<file path="src/hdl/fla_pkg.sv">
package fla_pkg;

   localparam int POOL_DEPTH_DEF = 64;
   localparam int TIME_BITS_DEF  = 32;

   localparam int CNT_W      = 7;
   localparam int OP_W       = 2;
   localparam int SIDX_W     = 6;
   localparam int STAT_W     = 2;
   localparam int CTR_W      = 32;
   localparam int TMO_W      = 32;
   localparam int NOW_W      = 32;
   localparam int CSR_DATA_W = 32;
   localparam int CSR_IDX_W  = 1;

   localparam logic [CSR_IDX_W-1:0] CSR_SLOTS   = 1'b0;
   localparam logic [CSR_IDX_W-1:0] CSR_TIMEOUT = 1'b1;

   typedef enum logic [OP_W-1:0] {
      OP_ACQUIRE = 2'd0,
      OP_RELEASE = 2'd1,
      OP_RECOVER = 2'd2,
      OP_STATUS  = 2'd3
   } op_type;

   typedef enum logic [STAT_W-1:0] {
      STS_OK    = 2'd0,
      STS_EMPTY = 2'd1,
      STS_RANGE = 2'd2,
      STS_IDLE  = 2'd3
   } status_type;

   typedef struct packed {
      logic rebuild;
      logic pop;
      logic push;
   } stk_ctl_type;

   function automatic int cap_reset(int depth);
      return (depth < 64) ? depth : 64;
   endfunction

   function automatic int cap_max(int depth);
      return (depth < (2 ** CNT_W - 1)) ? depth : (2 ** CNT_W - 1);
   endfunction

endpackage

</file>
<file path="src/hdl/free_list_allocator_with_leak_timeout.sv">
// Status and release: result strobe in the cycle after the start transfer.
// Acquire: state S_ACQ covers the registered read of the free stack top; skipped on an empty pool.
// Recover: one slot per cycle through the stamp memory read port
// and the shared age comparator. busy drops in the strobe cycle, which takes the next start.
// rsp_strobe is high for one cycle; the receiver cannot stall.
// Sync active-high reset: min(POOL_DEPTH,64) free slots, counters and timeout zero; no clearing pass.
module free_list_allocator_with_leak_timeout import fla_pkg::*; #(
   parameter int POOL_DEPTH = POOL_DEPTH_DEF,
   parameter int TIME_BITS  = TIME_BITS_DEF
) (
   input  logic                  clock,
   input  logic                  reset,
   input  logic                  start,
   output logic                  busy,
   input  logic [OP_W-1:0]       req_opcode,
   input  logic [SIDX_W-1:0]     req_slot_index,
   input  logic [NOW_W-1:0]      req_now_time,
   output logic                  rsp_strobe,
   output logic [STAT_W-1:0]     rsp_status,
   output logic [SIDX_W-1:0]     rsp_granted_index,
   output logic [CNT_W-1:0]      rsp_reclaim_count,
   output logic [CNT_W-1:0]      rsp_free_slots,
   output logic [CNT_W-1:0]      rsp_busy_slots,
   output logic [CTR_W-1:0]      rsp_total_grants,
   output logic [CTR_W-1:0]      rsp_total_returns,
   output logic [CTR_W-1:0]      rsp_total_recoveries,
   input  logic                  csr_wr_en,
   input  logic [CSR_IDX_W-1:0]  csr_index,
   input  logic [CSR_DATA_W-1:0] csr_data
);

   localparam int IDX_W = $clog2(POOL_DEPTH);
   localparam int SW    = (IDX_W + 1 > CNT_W) ? IDX_W + 1 : CNT_W;
   localparam logic [CNT_W-1:0] CAP_RST = CNT_W'(cap_reset(POOL_DEPTH));
   localparam logic [CNT_W-1:0] CAP_MAX = CNT_W'(cap_max(POOL_DEPTH));

   typedef enum logic [2:0] {
      S_IDLE = 3'b001,
      S_ACQ  = 3'b010,
      S_REC  = 3'b100
   } state_type;

   state_type             state_ff, state_in;
   logic [CNT_W-1:0]      cap_ff, cap_in;
   logic [TMO_W-1:0]      timeout_ff, timeout_in;
   logic [POOL_DEPTH-1:0] busy_ff, busy_in;
   logic [CNT_W-1:0]      busy_cnt_ff, busy_cnt_in;
   logic [CTR_W-1:0]      grants_ff, grants_in;
   logic [CTR_W-1:0]      returns_ff, returns_in;
   logic [CTR_W-1:0]      recov_ff, recov_in;
   logic                  strobe_ff, strobe_in;
   logic [TIME_BITS-1:0]  now_ff, now_in;
   logic [IDX_W-1:0]      addr_ff, addr_in;
   status_type            status_ff, status_in;
   logic [IDX_W-1:0]      granted_ff, granted_in;
   logic [CNT_W-1:0]      rec_cnt_ff, rec_cnt_in;

   stk_ctl_type           stk_ctl;
   logic [IDX_W-1:0]      stk_push_data;
   logic [CNT_W-1:0]      stk_top;
   logic [IDX_W-1:0]      stk_pop_data;
   logic                  stamp_wr_en;
   logic                  expired;
   logic [CNT_W-1:0]      csr_cap;
   logic [IDX_W-1:0]      rel_idx;
   logic                  scan_last;

   fla_stack #(.POOL_DEPTH(POOL_DEPTH)) u_stack (
      .clock     (clock),
      .reset     (reset),
      .ctl       (stk_ctl),
      .cap       (cap_in),
      .push_data (stk_push_data),
      .top       (stk_top),
      .pop_data  (stk_pop_data)
   );

   fla_stamp #(.POOL_DEPTH(POOL_DEPTH), .TIME_BITS(TIME_BITS)) u_stamp (
      .clock   (clock),
      .wr_en   (stamp_wr_en),
      .wr_addr (stk_pop_data),
      .wr_data (now_ff),
      .rd_addr (addr_in),
      .now     (now_ff),
      .limit   (TIME_BITS'(timeout_ff)),
      .expired (expired)
   );

   always_comb begin
      csr_cap = csr_data[CNT_W-1:0];
      if (csr_cap == '0) begin
         csr_cap = CNT_W'(1);
      end else if (csr_cap > CAP_MAX) begin
         csr_cap = CAP_MAX;
      end
   end

   assign rel_idx   = IDX_W'(req_slot_index);
   assign scan_last = (SW'(addr_ff) + SW'(1)) >= SW'(cap_ff);

   always_comb begin
      state_in      = state_ff;
      cap_in        = cap_ff;
      timeout_in    = timeout_ff;
      busy_in       = busy_ff;
      busy_cnt_in   = busy_cnt_ff;
      grants_in     = grants_ff;
      returns_in    = returns_ff;
      recov_in      = recov_ff;
      strobe_in     = 1'b0;
      now_in        = now_ff;
      addr_in       = addr_ff;
      status_in     = status_ff;
      granted_in    = granted_ff;
      rec_cnt_in    = rec_cnt_ff;
      stk_ctl       = '0;
      stk_push_data = addr_ff;
      stamp_wr_en   = 1'b0;

      case (state_ff)
         S_IDLE: begin
            if (start) begin
               now_in     = TIME_BITS'(req_now_time);
               granted_in = '0;
               rec_cnt_in = '0;
               status_in  = STS_OK;
               case (op_type'(req_opcode))
                  OP_ACQUIRE: begin
                     if (stk_top == '0) begin
                        status_in = STS_EMPTY;
                        strobe_in = 1'b1;
                     end else begin
                        state_in = S_ACQ;
                     end
                  end
                  OP_RELEASE: begin
                     strobe_in = 1'b1;
                     if ({1'b0, req_slot_index} >= cap_ff) begin
                        status_in = STS_RANGE;
                     end else if (!busy_ff[rel_idx]) begin
                        status_in = STS_IDLE;
                     end else begin
                        stk_ctl.push     = 1'b1;
                        stk_push_data    = rel_idx;
                        busy_in[rel_idx] = 1'b0;
                        busy_cnt_in      = busy_cnt_ff - CNT_W'(1);
                        returns_in       = returns_ff + CTR_W'(1);
                     end
                  end
                  OP_RECOVER: begin
                     addr_in  = '0;
                     state_in = S_REC;
                  end
                  OP_STATUS: begin
                     strobe_in = 1'b1;
                  end
                  default: begin
                     strobe_in = 1'b1;
                  end
               endcase
            end
         end
         S_ACQ: begin
            stk_ctl.pop           = 1'b1;
            stamp_wr_en           = 1'b1;
            busy_in[stk_pop_data] = 1'b1;
            busy_cnt_in           = busy_cnt_ff + CNT_W'(1);
            grants_in             = grants_ff + CTR_W'(1);
            granted_in            = stk_pop_data;
            strobe_in             = 1'b1;
            state_in              = S_IDLE;
         end
         S_REC: begin
            if (busy_ff[addr_ff] && expired) begin
               stk_ctl.push     = 1'b1;
               stk_push_data    = addr_ff;
               busy_in[addr_ff] = 1'b0;
               busy_cnt_in      = busy_cnt_ff - CNT_W'(1);
               recov_in         = recov_ff + CTR_W'(1);
               rec_cnt_in       = rec_cnt_ff + CNT_W'(1);
            end
            if (scan_last) begin
               strobe_in = 1'b1;
               state_in  = S_IDLE;
            end else begin
               addr_in = addr_ff + IDX_W'(1);
            end
         end
         default: begin
            state_in = S_IDLE;
         end
      endcase

      // capacity write rebuilds the pool and wins over any pool update
      if (csr_wr_en) begin
         case (csr_index)
            CSR_SLOTS: begin
               cap_in          = csr_cap;
               stk_ctl.rebuild = 1'b1;
               busy_in         = '0;
               busy_cnt_in     = '0;
               grants_in       = '0;
               returns_in      = '0;
               recov_in        = '0;
            end
            CSR_TIMEOUT: begin
               timeout_in = csr_data[TMO_W-1:0];
            end
            default: begin
            end
         endcase
      end
   end

   always_ff @(posedge clock) begin
      if (reset) begin
         state_ff    <= S_IDLE;
         cap_ff      <= CAP_RST;
         timeout_ff  <= '0;
         busy_ff     <= '0;
         busy_cnt_ff <= '0;
         grants_ff   <= '0;
         returns_ff  <= '0;
         recov_ff    <= '0;
         strobe_ff   <= 1'b0;
      end else begin
         state_ff    <= state_in;
         cap_ff      <= cap_in;
         timeout_ff  <= timeout_in;
         busy_ff     <= busy_in;
         busy_cnt_ff <= busy_cnt_in;
         grants_ff   <= grants_in;
         returns_ff  <= returns_in;
         recov_ff    <= recov_in;
         strobe_ff   <= strobe_in;
      end
   end

   always_ff @(posedge clock) begin
      now_ff     <= now_in;
      addr_ff    <= addr_in;
      status_ff  <= status_in;
      granted_ff <= granted_in;
      rec_cnt_ff <= rec_cnt_in;
   end

   assign busy                 = (state_ff != S_IDLE);
   assign rsp_strobe           = strobe_ff;
   assign rsp_status           = status_ff;
   assign rsp_granted_index    = SIDX_W'(granted_ff);
   assign rsp_reclaim_count    = rec_cnt_ff;
   assign rsp_free_slots       = stk_top;
   assign rsp_busy_slots       = busy_cnt_ff;
   assign rsp_total_grants     = grants_ff;
   assign rsp_total_returns    = returns_ff;
   assign rsp_total_recoveries = recov_ff;

   a_strobe_idle: assert property (@(posedge clock) disable iff (reset)
      strobe_ff |-> (state_ff == S_IDLE))
      else $error("result strobe while a command is in progress");

   a_acq_one_cycle: assert property (@(posedge clock) disable iff (reset)
      (state_ff == S_ACQ) |=> strobe_ff)
      else $error("acquire did not finish after its stack read");

   a_slot_balance: assert property (@(posedge clock) disable iff (reset)
      ({1'b0, stk_top} + {1'b0, busy_cnt_ff}) == {1'b0, cap_ff})
      else $error("free plus busy slots differ from capacity");

   a_busy_count: assert property (@(posedge clock) disable iff (reset)
      $countones(busy_ff) == int'(busy_cnt_ff))
      else $error("busy count disagrees with busy slot flags");

endmodule

</file>
<file path="src/hdl/fla_stack.sv">
module fla_stack import fla_pkg::*; #(
   parameter int POOL_DEPTH = POOL_DEPTH_DEF,
   localparam int IDX_W = $clog2(POOL_DEPTH)
) (
   input  logic              clock,
   input  logic              reset,
   input  stk_ctl_type       ctl,
   input  logic [CNT_W-1:0]  cap,
   input  logic [IDX_W-1:0]  push_data,
   output logic [CNT_W-1:0]  top,
   output logic [IDX_W-1:0]  pop_data
);

   localparam logic [CNT_W-1:0] CAP_RST = CNT_W'(cap_reset(POOL_DEPTH));

   logic [IDX_W-1:0] mem [POOL_DEPTH];
   logic [CNT_W-1:0] top_ff, top_in;
   logic [CNT_W-1:0] low_ff, low_in;
   logic [CNT_W-1:0] rd_ptr;
   logic [IDX_W-1:0] rd_addr;
   logic [IDX_W-1:0] rd_data_ff;
   logic [IDX_W-1:0] rd_addr_ff;
   logic             orig_ff;

   // entries below the low mark were never rewritten since rebuild and are read as their own index
   assign rd_ptr  = top_ff - CNT_W'(1);
   assign rd_addr = IDX_W'(rd_ptr);

   always_comb begin
      top_in = top_ff;
      low_in = low_ff;
      if (ctl.rebuild) begin
         top_in = cap;
         low_in = cap;
      end else if (ctl.pop) begin
         top_in = rd_ptr;
         if (rd_ptr < low_ff) begin
            low_in = rd_ptr;
         end
      end else if (ctl.push) begin
         top_in = top_ff + CNT_W'(1);
      end
   end

   always_ff @(posedge clock) begin
      if (reset) begin
         top_ff <= CAP_RST;
         low_ff <= CAP_RST;
      end else begin
         top_ff <= top_in;
         low_ff <= low_in;
      end
   end

   always_ff @(posedge clock) begin
      if (ctl.push && !ctl.rebuild) begin
         mem[IDX_W'(top_ff)] <= push_data;
      end
      rd_data_ff <= mem[rd_addr];
      rd_addr_ff <= rd_addr;
      orig_ff    <= (rd_ptr < low_ff);
   end

   assign top      = top_ff;
   assign pop_data = orig_ff ? rd_addr_ff : rd_data_ff;

   a_low_mark: assert property (@(posedge clock) disable iff (reset)
      low_ff <= top_ff)
      else $error("free stack low mark above top");

endmodule

</file>
<file path="src/hdl/fla_stamp.sv">
module fla_stamp import fla_pkg::*; #(
   parameter int POOL_DEPTH = POOL_DEPTH_DEF,
   parameter int TIME_BITS  = TIME_BITS_DEF,
   localparam int IDX_W = $clog2(POOL_DEPTH)
) (
   input  logic                 clock,
   input  logic                 wr_en,
   input  logic [IDX_W-1:0]     wr_addr,
   input  logic [TIME_BITS-1:0] wr_data,
   input  logic [IDX_W-1:0]     rd_addr,
   input  logic [TIME_BITS-1:0] now,
   input  logic [TIME_BITS-1:0] limit,
   output logic                 expired
);

   logic [TIME_BITS-1:0] mem [POOL_DEPTH];
   logic [TIME_BITS-1:0] rd_data_ff;
   logic [TIME_BITS-1:0] age;

   always_ff @(posedge clock) begin
      if (wr_en) begin
         mem[wr_addr] <= wr_data;
      end
      rd_data_ff <= mem[rd_addr];
   end

   // age wraps modulo 2^TIME_BITS
   assign age     = now - rd_data_ff;
   assign expired = (age > limit);

endmodule

</file>
<file path="config.mk">
export PLATFORM = sky130hd
export DESIGN_NAME = free_list_allocator_with_leak_timeout
export DESIGN_NICKNAME = d
export VERILOG_FILES = /design/src/hdl/fla_pkg.sv /design/src/hdl/free_list_allocator_with_leak_timeout.sv /design/src/hdl/fla_stack.sv /design/src/hdl/fla_stamp.sv
export SDC_FILE = /design/constraint.sdc
export NUM_CORES = 2
export LEC_CHECK = 0
export ABC_AREA = 1
export ABC_CLOCK_PERIOD_IN_PS = 8420
export BUFFER_PORTS_ARGS = -buffer_cell sky130_fd_sc_hd__buf_2
export CORE_ASPECT_RATIO = 1.25
export CORE_UTILIZATION = 51
export DETAILED_ROUTE_END_ITERATION = 12
export PLACE_DENSITY_LB_ADDON = 0.25
export REMOVE_ABC_BUFFERS = 1
export SYNTH_ARGS = -nofsm -noshare
export SYNTH_HDL_FRONTEND = slang
export SYNTH_SLANG_ARGS = --single-unit
</file>
<file path="constraint.sdc">
create_clock -name clock -period 8.42 [get_ports clock]
set_input_delay 1.684 -clock clock [delete_from_list [all_inputs] [get_ports clock]]
set_output_delay 1.684 -clock clock [all_outputs]
set_load 0.03 [all_outputs]
</file>
==> key figures <==
Place
  • DP HPWL: 211100 um
  • Setup slack after placement: 1171 ps
  • Post-place instance area: 127500 um2
  • Placed Cells incl. Taps: 14540
  • Last weighted congestion value of the routability-driven placer: 0.9173
  • Port bufs: 203

Clock tree
  • Clock tree buffer depth: 4
  • PostCTS Resize Cnt: 0
  • Number of CTS-inserted buffers: 275
  • Cell at the root of the clock tree: sky130_fd_sc_hd__clkbuf_16
  • Clk Latency, worst-skew pair: 880 ps
  • Post-CTS Hold Buffers: 0
  • Post-CTS repair timing setup buffer count: 0
  • H-tree lvl count: 5
  • CTS clock-pin slew for the worst setup and hold paths: 70 ps
  • CTS tree: done
  • TritonCTS sink count: 2754

Pwr
  • Worst vdd ir: 279.9 uV
  • Leak pwr: 0.05185 uW
  • Share of power burned in combinational logic: 0.304
  • Relative contribution of sequential cells to total power: 0.398
  • Switching power: 14440 uW
  • Power share of the clock group: 0.298
  • Switching part of the total: 0.3573
  • Power per cell area: 296.7 nW/um2
  • Internal portion of total power: 25970 uW

Floorplan
  • Number of top-level pins: 204
  • Number of placement rows: 201
  • Die height: 551.5 um
  • Die width: 441.6 um
  • Die Footprint: 243600 um2
  • Starting Density: 0.5136
  • Core ar.: 239900 um2

Critical path
  • Critical Path Source Type: register
  • Largest stage delay on the critical path: 710 ps
  • Critical Path Source: now_ff[0]
  • Kind of cell adding the most delay to the critical path: simple AND/OR/NAND/NOR gates
  • Worst path slowest cell: sky130_fd_sc_hd__o21ai_0
  • CP endpoint kind: register
  • Startpoint of the lowest-slack register-to-register path: now_ff[0]
  • Worst-path fanout max: 17
  • CP Cell Sequence: inv_1 -> ha_1 -> inv_1 -> fa_1 -> nand3_1 -> nand2_1 -> a21oi_1 -> o21ai_0 -> a21oi_1 -> o21ai_0 -> a21boi_0 -> o21ai_0 -> xor2_1 -> ha_1 -> nand4_1 -> nor3_1 -> a21oi_1 -> nor2_4 -> nand3_4 -> nand2_2 -> nand2_2 -> inv_4 -> nand3_2 -> nor2_1
  • Classification of the worst setup path: register to register
  • Required arrival time at the worst endpoint: 8920 ps
  • CP Data Arrival Time: 7900 ps
  • Critical path buffers and inverters: 3

Logic synthesis
  • Async SR Flop Fraction: 0
  • Count of different cell masters after synthesis: 57
  • Sequential area share after synthesis: 0.6488
  • Most frequently used cell type in the post-synthesis netlist: sky130_fd_sc_hd__edfxtp_1
  • Avg Cell Area, Syn: 10.52 um2
  • Post-synthesis instance total: 11710
  • Netlist Area Pre-Place: 123200 um2
  • Most area-hungry cell type in the Yosys netlist: sky130_fd_sc_hd__edfxtp_1
  • Main synth FF type: sky130_fd_sc_hd__edfxtp_1
  • Fraction of synthesized cell area taken by the top area cell type: 0.6041
  • Post-synth EDFFs: 2479
  • Total number of yosys warnings: 0
  • Most numerous cell types in the synthesized netlist: sky130_fd_sc_hd__edfxtp_1 (2479), sky130_fd_sc_hd__nand2_1 (2161), sky130_fd_sc_hd__nand3_1 (1984)
  • Synthesized flop and latch total: 2754
  • Top post-synthesis cells by area: sky130_fd_sc_hd__edfxtp_1 (60%), sky130_fd_sc_hd__nand3_1 (8.1%), sky130_fd_sc_hd__nand2_1 (6.6%)

Route
  • Starting DRT DRC Count: 11080
  • Number of vias per cell after detailed routing: 5.998
  • Antenna Nets Post-Route: 0
  • Routed len/inst: 25.64 um
  • Final WL: 385500 um
  • Routed via count: 90200
  • 1st-pass router iterations: 6
  • DRC errors left: 0

Cells and area
  • Final #Nets: 11840
  • Area growth syn-to-layout: 10.52%
  • Fraction of final layout cells with drive strength greater than 1: 0.07910
  • Number of standard cells in the final layout excluding fillers: 15040
  • Finished Cell Area: 136200 um2

Job
  • Max Cap Violations: 0

Global routing
  • Met1 usage: 0.3801
  • Largest net degree at the start of global routing: 193
  • Remaining global-route overflow: 0
  • Combined global-route utilization of all metal layers: 0.3090
  • Global Route met2 Usage: 0.5145
  • Wire length of the first global-routing pass: 560500 um
  • Number of global-route vias before repair: 86540
  • Met3 global-route usage: 0.04747
  • Grt peak-use layer: met2
  • Antenna violations before repair: 13

STA
  • RSZ-0062 raised after global routing: no
  • Share of the clock period used by the worst path after layout: 0.8795
  • Final worst path period need: 7405 ps
  • Setup slack after layout: 1015 ps
  • Final Setup Violations: 0
  • Final worst clock skew: 59.02 ps
  • Slew Limit Headroom: 0.1846
  • Peak clock frequency supported by timing: 135.0 MHz
  • Final count of pins violating max slew: 0
  • Fin. Hold Viols: 0
  • Worst hold slack: 458.9 ps
  • Least-Margin Pin Slew: 1212 ps

Worst hold path
  • Hold path startpoint: rsp_total_grants[31]
  • Class of the tightest hold or removal check: register to register

Status
  • Result of the run: finished, final reports clean
-- logic make-up after synthesis --
group | share of synthesized area
and+or+nand+nor | 0.2221
DFF | 0.6488
buffers and inverters | 0.06696
AOI/OAI and AO/OA | 0.04546
xor gates and xnor gates | 0.007108
adders and majority gates | 0.009505
-- path summary, 6_finish.rpt --
| kind | end | slack [ps] | depth (start not counted) |
|---|---|---|---|
| worst max-delay path | u_stack.mem[28][3] | 1010 | 24 |
| worst min register to register | rsp_total_grants[31] | 460 | 1 |
| worst max register to register | u_stack.mem[28][3] | 1010 | 24 |
| worst min-delay path | rsp_total_grants[31] | 460 | 1 |
-- layer usage --
| metal | routed length, um | part of all wire |
|---|---|---|
| met4 | 25830 | 0.067 |
| met5 | 55 | 0.00014 |
| met1 | 141100 | 0.37 |
| met3 | 35160 | 0.091 |
| met2 | 183400 | 0.48 |
-- final cells by class --
cell class / instances / area [um2]
antenna: 8 / 20.02
clock buffer: 346 / 7472
clock inverter: 140 / 1155
fill: 19860 / 103700
inverter: 1331 / 5027
multi-input combinational: 6904 / 35680
sequential: 2754 / 79950
tap: 3146 / 3936
timing repair buffer: 408 / 2943
-- metrics by stage --
step	util	setup TNS, ps	total power [uW]
after floorplan	-	-790490	24660
after global placement	0.5316	0	28250
after detailed placement	0.5316	0	28450
after CTS	0.5675	0	40340
after global routing	0.5676	0	42080
final	0.5676	0	40410
-- cell usage in the layout, fill, tap and decap left out, drive strengths merged, types with 29 or more instances in the layout --
| cell | netlist | layout |
|---|---|---|
| nor2 | 630 | 630 |
| a21oi | 255 | 255 |
| ha | 92 | 92 |
| o221ai | 48 | 48 |
| nor3 | 77 | 77 |
| nand4 | 45 | 45 |
| nand3b | 782 | 782 |
| xnor2 | 29 | 29 |
| nand2 | 2168 | 2168 |
| dfxtp | 275 | 275 |
| edfxtp | 2479 | 2479 |
| a31oi | 81 | 81 |
| o211ai | 85 | 85 |
| buf | 445 | 408 |
| xor2 | 71 | 71 |
| o21ai | 431 | 431 |
| inv | 1328 | 1336 |
| clkinv | 3 | 106 |
| nand3 | 1994 | 1994 |
| clkbuf | 277 | 346 |
| o22ai | 62 | 62 |
-- power groups by stage --
stage	sequential, uW	clock, uW	combinational, uW
final	16100	12000	12300
after global routing	16100	12600	13300
after CTS	16100	12100	12100
after detailed placement	16400	0	12100
after global placement	16400	0	11900
after floorplan	16800	0	7820
-- sequential cells by signal, summed over array words and instances (netlist names), 7 cells and up --
| register | count |
|---|---|
| u_stamp.mem | 2048 |
| u_stack.mem | 384 |
| busy_ff | 64 |
| now_ff | 32 |
| rsp_total_grants | 32 |
| rsp_total_recoveries | 32 |
| rsp_total_returns | 32 |
| timeout_ff | 32 |
| u_stamp.rd_data_ff | 32 |
| cap_ff | 7 |
| rsp_busy_slots | 7 |
| rsp_reclaim_count | 7 |
| u_stack.low_ff | 7 |
| u_stack.top | 7 |
(Power assumes the default switching activity.)
